===== src/hdl/bmc_ram.sv =====
`timescale 1ns / 1ps

module bmc_ram #(
  parameter int WIDTH = 8,
  parameter int DEPTH = 32
) (
  input  logic                     clk,
  input  logic                     wr_en,
  input  logic [$clog2(DEPTH)-1:0] wr_addr,
  input  logic [WIDTH-1:0]         wr_data,
  input  logic                     rd_en,
  input  logic [$clog2(DEPTH)-1:0] rd_addr,
  output logic [WIDTH-1:0]         rd_data
);

  logic [WIDTH-1:0] mem [DEPTH];

  always_ff @(posedge clk) begin
    if (wr_en) begin
      mem[wr_addr] <= wr_data;
    end
    if (rd_en) begin
      rd_data <= mem[rd_addr];
    end
  end

endmodule


===== config.mk =====
export PLATFORM = sky130hd
export DESIGN_NAME = bmc_ram
export DESIGN_NICKNAME = d
export VERILOG_FILES = /design/src/hdl/bmc_ram.sv
export SDC_FILE = /design/constraint.sdc
export NUM_CORES = 1
export LEC_CHECK = 0
export BUFFER_PORTS_ARGS = -buffer_cell sky130_fd_sc_hd__clkbuf_2
export CAP_MARGIN = 20
export CORE_MARGIN = 2
export CORE_UTILIZATION = 61
export CTS_CLUSTER_SIZE = 30
export DETAILED_ROUTE_END_ITERATION = 10
export PLACE_DENSITY = 0.78
export SLEW_MARGIN = 20
export SYNTH_ARGS = -nofsm -noshare
export SYNTH_HDL_FRONTEND = slang
export SYNTH_SLANG_ARGS = --single-unit

===== constraint.sdc =====
create_clock -name clk -period 4.3 [get_ports clk]
set_clock_uncertainty 0.2 [all_clocks]
set_input_delay 0.215 -clock clk [delete_from_list [all_inputs] [get_ports clk]]
set_output_delay 0.215 -clock clk [all_outputs]
set_load 0.02 [all_outputs]

==> out/metrics.cfg, run 1 <==
[synth]
yosysWarningCount = 0
postSynthCellCount = 417
synth-seq-area-share = 0.782
synth-seq-cells = 264
syn_area_um2 = 10100
syn_avg_cell_area_um2 = 24.3
synth_nets = 438
synth_cell_type_count = 14

[setup_path]
worstSetupPathType = in2reg
slowest_stage = mux4_2
r2r_start = mem[28][4]$_DFFE_PP_
r2r_setup_slack_ns = 2.14
cp_top_family = multiplexers
r2r_cells = 3
worstPathCellList = buf_4, buf_12, mux4_2, mux4_2, mux2_2
cpMostUsedCell = mux4_2
slowest_delay_ns = 0.57
crit_path_max_fanout = 33
end_kind = register
timing.rr.end = rd_data[4]$_DFFE_PP_
start_kind = input pin
cp_num_buf_inv = 2
worst-path-stages = 5
arrival_ns = 2.50
critPathRequiredTime_ns = 4.38

[clock_network]
clock_latency_ns = 0.53
clk_path_buf_depth = 3
numCtsBuffers = 25
path_clk_slew_ns = 0.06
holdBufCountCts = 1
clkSinkCount = 264
cts_setup_buffers = 0
cts_max_level = 1
cts_tree = built
cts_root_buffer = clkbuf_16
cts_resized = 0

[routing]
via_per_inst = 6.38
routed_wl_mm = 19.5
final_antenna_net_count = 0
dr.pass1.iters = 5
wl_per_cell_um = 28.1
vias = 4431
drtIter0Drc = 400
drc_errors = 0

[global_routing]
first_global_vias = 4684
grt_use_met3 = 0.0479
grt_util_all_layers = 0.234
top_usage_layer = met2
grt_max_degree = 34
use_met2 = 0.355
grt-ovfl-total = 0
antenna_found_initial = 0
grt_use_met1 = 0.351
grt_pass1_wl_mm = 29.6

[finish]
nets = 476
num_antenna_cells = 0
final_core_util = 0.684
final_cells = 694
final_cell_mix = edfxtp_1 (264), mux4_2 (80), nor2_1 (33)
drive_gt1_frac = 0.329
final_common_cell = edfxtp_1
syn2layout_area_growth_pct = 10.7

[die]
die_w_um = 133
die-area_um2 = 17700
core_area_um2 = 16400
num_io_pins = 29
start_util = 0.618
rows = 47
die_h_um = 133

[placement]
placed_cells = 647
gp_congestion = 0.793
place_hpwl_mm = 11.5
buffer_ports.inserted = 28

[pwr]
p_leak_nw = 3.48
p_seq_frac = 0.564
p_switching_mw = 1.06
p_clk_frac = 0.384
p_int_mw = 4.05
power.density_nw_per_um2 = 456
power.share.switching = 0.208
combPwrFrac = 0.052
peakVddDrop_uv = 359

[sta]
fin_crit_ns = 2.42
rsz0062_at_grt = false
drv_slew = 0
hold_ws_ns = 0.0362
slew_headroom = 0.338
fmax_mhz = 413
setup-tns-final_ns = 0
setup_violations = 0
post-route-period-util = 0.563
finalHoldViolCount = 0
worst_slew_pin_slew_ns = 0.994

[worst_hold_path]
hp-start = rd_addr[3]
whs_endpoint = rd_data[0]$_DFFE_PP_
hold_class = in2reg
whs_path_depth = 2

[outcome]
status = complete, no violations

[flow_run]
drv_cap = 0

## flip-flops by register name, summed over array words and instances (netlist names)
register,cells
mem,256
rd_data,8
## cells by family (layout without fill, tap and decap cells)
| family | count (synthesis) | after routing | synth area share |
|---|---|---|---|
| and+or+nand+nor | 45 | 45 | 0.0205 |
| muxes | 88 | 88 | 0.187 |
| DFF | 264 | 264 | 0.782 |
| buffers and inverters | 20 | 77 | 0.0105 |
## power by group through the flow
stage               Combinational, mW  Clock [mW]  Sequential [mW]
floorplan                       0.153           0             2.94
CTS                             0.267        1.98             2.89
detailed placement              0.263           0             2.94
global route                    0.283        2.08             2.89
global placement                0.254           0             2.94
finish                          0.266        1.96             2.89
## cells in the mapped netlist
| master | count | area share |
|---|---|---|
| nand3b_1 | 5 | 0.0037 |
| or3_1 | 1 | 0.00062 |
| buf_6 | 1 | 0.0011 |
| buf_1 | 6 | 0.0022 |
| mux2_2 | 8 | 0.0089 |
| clkbuf_1 | 6 | 0.0022 |
| or3b_2 | 3 | 0.0026 |
| nand2_1 | 1 | 0.00037 |
| nand3_1 | 2 | 0.00099 |
| buf_2 | 1 | 0.00049 |
| buf_4 | 6 | 0.0044 |
| edfxtp_1 | 264 | 0.78 |
| nor2_1 | 33 | 0.012 |
| mux4_2 | 80 | 0.18 |
## worst max-delay path by stage
stage               start              endpoint
2_1_floorplan  rd_addr[2]  rd_data[0]$_DFFE_PP_
3_3_place_gp   rd_addr[0]  rd_data[2]$_DFFE_PP_
3_5_place_dp   rd_addr[0]  rd_data[2]$_DFFE_PP_
4_1_cts        rd_addr[0]  rd_data[4]$_DFFE_PP_
5_1_grt        rd_addr[0]  rd_data[4]$_DFFE_PP_
6_report       rd_addr[0]  rd_data[4]$_DFFE_PP_
## stage by stage
step | setup WS (ns) | cell area, um2 | total power, mW
2_1_floorplan | 1.94 | 10100 | 3.10
3_3_place_gp | 1.32 | 10500 | 3.19
3_5_place_dp | 1.29 | 10500 | 3.20
4_1_cts | 1.83 | 11200 | 5.13
5_1_grt | 1.75 | 11200 | 5.25
6_report | 1.88 | 11200 | 5.12
## worst reg2reg max path, cell delays in order (launching register included)
cell and delay, ns:
edfxtp_1 0.42, mux4_2 0.51, mux4_2 0.53, mux2_2 0.28
## metal layers
layer | vias up | share of wire
met1 | 2293 | 0.41
met4 | 0 | 0.027
met5 | - | 0
met2 | 237 | 0.47
met3 | 36 | 0.095
li1 | 1865 | -
## final cells by class
class | instances | area (um2)
Sequential cell | 264 | 7930
Tap cell | 220 | 275
Fill cell | 963 | 5190
Timing Repair Buffer | 31 | 193
Clock buffer | 30 | 644
Clock inverter | 16 | 76.3
Multi-Input combinational cell | 133 | 2100
(Power assumes the default switching activity.)
==> run 2, diff against run 1 <==
==> constraint.sdc (replaced) <==
create_clock -name clk -period 2.3 [get_ports clk]
set_clock_uncertainty 0.2 [all_clocks]
set_input_delay 0.115 -clock clk [delete_from_list [all_inputs] [get_ports clk]]
set_output_delay 0.115 -clock clk [all_outputs]
set_load 0.02 [all_outputs]
==> run 2 against run 1 <==
Die area unchanged. Wire length increased by 5.3%. Sequential share of layout area decreased by 2.5 points. Register-to-register slack got worse by 2.0 ns. Non-clock buffer count increased by 41. Critical path depth decreased by 2. Combinational power increased by 100%. Worst hold slack improved by 0.053 ns. Core utilization increased by 2.5 points. Sequential cell count unchanged. Clock power increased by 94%. Global-route usage increased by 1.2 points. Critical endpoint is now rd_data[6]$_DFFE_PP_. Highest routed layer unchanged.
==> out/metrics.cfg, run 2 (synthesis gave the netlist of run 1 again) <==
[clock_network]
cts_max_level = 1
cts_setup_buffers = 0
cts_root_buffer = clkbuf_16
numCtsBuffers = 25
cts_tree = built
clock_latency_ns = 0.50
path_clk_slew_ns = 0.06
clkSinkCount = 264
clk_path_buf_depth = 3

[routing]
drtIter0Drc = 588
dr.pass1.iters = 5
route.layer.met1.wl_mm = 8.43
vias = 4684
final_antenna_net_count = 0
met2_length_mm = 9.81
routed_wl_mm = 20.6
routed.top_layer = met4
via_per_inst = 6.41
drc_errors = 0
wl_per_cell_um = 28.1
wl_met3_mm = 1.82

[outcome]
status = complete, no violations

[placement]
gp_congestion = 0.792
place_hpwl_mm = 12.5
placed_cells = 687
placed_cell_area_um2 = 10800
buffer_ports.inserted = 28

[sta]
fin_crit_ns = 2.18
fmax_mhz = 458
setup_violations = 0
post-route-period-util = 0.950
finalHoldViolCount = 0
drv_slew = 0
worst_slew_pin_slew_ns = 0.720
slew_headroom = 0.520
setup-tns-final_ns = 0
rsz0062_at_grt = false

[die]
start_util = 0.618
core_area_um2 = 16400
die_w_um = 133
die_h_um = 133
rows = 47
num_io_pins = 29
die-area_um2 = 17700

[pwr]
power_mw = 9.73
power.density_nw_per_um2 = 837
p_leak_nw = 3.73
peakVddDrop_uv = 635

[finish]
stdcell_area_um2 = 11600
largestRegisters = mem: 256 flops, rd_data: 8 flops
regMostFlops = mem
final_core_util = 0.708
final_cells = 731
final_common_cell = edfxtp_1
syn2layout_area_growth_pct = 14.7
drive_gt1_frac = 0.382
num_antenna_cells = 0
nets = 517
largest_register_ffs = 256
final_cell_mix = edfxtp_1 (264), mux4_2 (80), buf_4 (36)

[setup_path]
r2r_start = mem[29][6]$_DFFE_PP_
worstSetupPathType = reg2reg
arrival_ns = 2.24
crit_path_max_fanout = 1
r2r_setup_slack_ns = 0.12
timing.rr.end = rd_data[6]$_DFFE_PP_
critPathRequiredTime_ns = 2.35
start_kind = register
r2r_cells = 3
end_kind = register

[global_routing]
first_global_vias = 4870
grt-ovfl-total = 0
grt_util_all_layers = 0.246
grt_pass1_wl_mm = 31.5
antenna_found_initial = 0
grt_max_degree = 33

[flow_run]
drv_cap = 0

[worst_hold_path]
hold_class = in2reg
hp-start = wr_addr[1]
whs_path_depth = 3
whs_endpoint = mem[11][1]$_DFFE_PP_

## run 2: final cells by class
cell class              count  area [um2]
flip-flops and latches    264        7930
fillers                   903        4790
clock inverters            14         116
repair buffers             72         566
clock buffers              28         637
well taps                 220         275
multi-input cells         133        2100
## run 2: what timing repair did
item / CTS / global route
resized for setup: 0 / 0
hold endpoints to repair: 16 / 0
endpoints found under the setup margin: 0 / 0
hold buffers: 2 / 0
## run 2: worst max path at each step
stage | start | endpoint | slack [ns] | cells after the start
6_report | mem[29][6]$_DFFE_PP_ | rd_data[6]$_DFFE_PP_ | 0.12 | 3
5_1_grt | mem[30][5]$_DFFE_PP_ | rd_data[5]$_DFFE_PP_ | 0.11 | 3
4_1_cts | mem[29][6]$_DFFE_PP_ | rd_data[6]$_DFFE_PP_ | 0.13 | 3
3_5_place_dp | rd_addr[0] | rd_data[2]$_DFFE_PP_ | -0.05 | 5
3_3_place_gp | rd_addr[0] | rd_data[4]$_DFFE_PP_ | -0.03 | 5
2_1_floorplan | rd_addr[2] | rd_data[0]$_DFFE_PP_ | 0.04 | 5
## run 2: layer usage
| layer | vias up | GRT usage |
|---|---|---|
| met5 | - | 0 |
| met4 | 0 | 0.0645 |
| met3 | 40 | 0.0456 |
| met2 | 254 | 0.382 |
| met1 | 2453 | 0.373 |
| li1 | 1937 | - |
## run 2: power breakdown
part | internal [mW] | leakage (nW) | total (mW) | switching [mW]
Combinational | 0.238 | 0.973 | 0.537 | 0.299
Sequential | 5.37 | 2.38 | 5.39 | 0.0204
Clock | 2.20 | 0.371 | 3.80 | 1.61
## run 2: critical path, cell delays in order, from the launching register on
cell and delay (ns):
edfxtp_1 0.39, mux4_2 0.52, mux4_2 0.54, mux2_2 0.29
## run 2: per-stage QoR
step	setup WS, ns	hold slack (ns)
after floorplan	0.0433	0.0139
after global placement	-0.0281	0.309
after detailed placement	-0.0544	0.314
after CTS	0.131	0.0508
after global routing	0.106	0.110
final	0.116	0.0895
==> run 3, diff against run 2 <==
--- a/config.mk
+++ b/config.mk
@@ -12,7 +12,8 @@
 export CTS_CLUSTER_SIZE = 30
 export DETAILED_ROUTE_END_ITERATION = 10
 export PLACE_DENSITY = 0.78
-export SLEW_MARGIN = 20
+export SETUP_SLACK_MARGIN = 0.4
+export SKIP_LAST_GASP = 1
 export SYNTH_ARGS = -nofsm -noshare
 export SYNTH_HDL_FRONTEND = slang
 export SYNTH_SLANG_ARGS = --single-unit
==> run 3 against run 2 <==
Non-clock buffer count down 1. Global-route usage is 0.80 points higher. Maximum frequency is 0.50% lower. Final area is 0.17% lower. Combinational power grew 2%. Sequential power about the same. Worst hold slack worse by 0.0045 ns. Power fell by 0.29%. Final cell count is the same. First-iteration DRC count up 19%. Largest cell class unchanged. Highest routed layer unchanged.
==> out/metrics.cfg, run 3 (synthesis gave the netlist of run 1 again) <==
[outcome]
status = complete, no violations

[sta]
hold_ws_ns = 0.0850
fin_crit_ns = 2.19
post-route-period-util = 0.954
setup_ws_ns = 0.105
fmax_mhz = 456
drv_slew = 0
finalHoldViolCount = 0
setup_violations = 0
rsz0062_at_grt = true
worst_slew_pin_slew_ns = 0.705
slew_headroom = 0.530

[routing]
wl_per_cell_um = 29.4
drtIter0Drc = 698
drc_errors = 0
vias = 4774
routed_wl_mm = 21.5
dr.pass1.iters = 5
via_per_inst = 6.53
final_antenna_net_count = 0

[global_routing]
grt_pass1_wl_mm = 31.5
first_global_vias = 4831
grt_max_degree = 42
antenna_found_initial = 0
grt_util_all_layers = 0.254
grt-ovfl-total = 0

[setup_path]
arrival_ns = 2.27
r2r_cells = 3
r2r_setup_slack_ns = 0.11
critical_path.startpoint = mem[24][6]$_DFFE_PP_
r2r_start = mem[24][6]$_DFFE_PP_
crit_path_max_fanout = 1
end_kind = register
timing.rr.end = rd_data[6]$_DFFE_PP_
worstSetupPathType = reg2reg
start_kind = register
crit_path_end = rd_data[6]$_DFFE_PP_
critPathRequiredTime_ns = 2.37

[finish]
largest_register_ffs = 256
regArea_um2 = 7930
fill_cells = 908
nets = 515
final_cells = 731
multiInputGateArea_um2 = 2110
largestRegisters = mem: 256 flops, rd_data: 8 flops
drive_gt1_frac = 0.372
final_common_cell = edfxtp_1
final_cell_mix = edfxtp_1 (264), mux4_2 (80), buf_4 (35)
syn2layout_area_growth_pct = 14.5
num_antenna_cells = 0
stdcell_area_um2 = 11600
regMostFlops = mem

[worst_hold_path]
whs_path_depth = 1
hold_class = in2reg

[placement]
buffer_ports.inserted = 28
place_hpwl_mm = 13.2
placed_cell_area_um2 = 10800
gp_congestion = 0.845
place_ws_ns = -0.0957
placed_cells = 685

[clock_network]
cts_tree = built
cts_max_level = 1
clock_latency_ns = 0.52
cts_root_buffer = clkbuf_16
clk_path_buf_depth = 3
numCtsBuffers = 24
path_clk_slew_ns = 0.07
clkSinkCount = 264

[die]
die-area_um2 = 17700
die_h_um = 133
num_io_pins = 29
die_w_um = 133
start_util = 0.618
core_area_um2 = 16400
rows = 47

[pwr]
power.density_nw_per_um2 = 836
p_leak_nw = 3.72
peakVddDrop_uv = 680
power_mw = 9.70

[flow_run]
drv_cap = 0

[run 3: cell type report]
class                   count  area share
clock inverters            14     0.00852
repair buffers             71      0.0472
multi-input cells         133       0.182
well taps                 220      0.0237
flip-flops and latches    264       0.683
clock buffers              29      0.0552
[run 3: worst max-delay path, cell delays in order, from the launching register on]
cell,delay [ns]
edfxtp_1,0.40
mux4_2,0.52
mux4_2,0.54
mux2_2,0.29
[run 3: per-stage QoR]
stage	setup TNS (ns)	utilization
2_1_floorplan	0	-
3_3_place_gp	-0.391	0.659
3_5_place_dp	-0.542	0.659
4_1_cts	0	0.706
5_1_grt	0	0.707
6_report	0	0.707
[run 3: timing repair]
item	in CTS	in global routing
resized for setup	2	1
hold buffers	1	2
endpoints found under the hold margin	16	5
endpoints found under the setup margin	8	8
setup buffers	0	0
[run 3: power by group]
| part | switching (mW) | total, mW | internal (mW) | leakage [nW] |
|---|---|---|---|---|
| Sequential | 0.0262 | 5.40 | 5.37 | 2.38 |
| Clock | 1.66 | 3.76 | 2.10 | 0.356 |
| Combinational | 0.306 | 0.546 | 0.240 | 0.976 |
[run 3: routing by layer]
metal,share of wire,global-route usage,vias to the layer above
li1,-,-,1938
met1,0.39,0.397,2475
met2,0.47,0.375,320
met3,0.12,0.0521,41
met4,0.027,0.0735,0
met5,0,0,-
[run 3: how the worst min path moves through the flow]
stage / from / end / slack (ns)
floorplan: wr_data[0] / mem[0][0]$_DFFE_PP_ / 0.01
detailed placement: rd_en / rd_data[0]$_DFFE_PP_ / 0.35
finish: wr_data[1] / mem[4][1]$_DFFE_PP_ / 0.09
global placement: rd_en / rd_data[0]$_DFFE_PP_ / 0.34
CTS: rd_addr[3] / rd_data[7]$_DFFE_PP_ / -0.04
global route: wr_data[1] / mem[4][1]$_DFFE_PP_ / 0.13
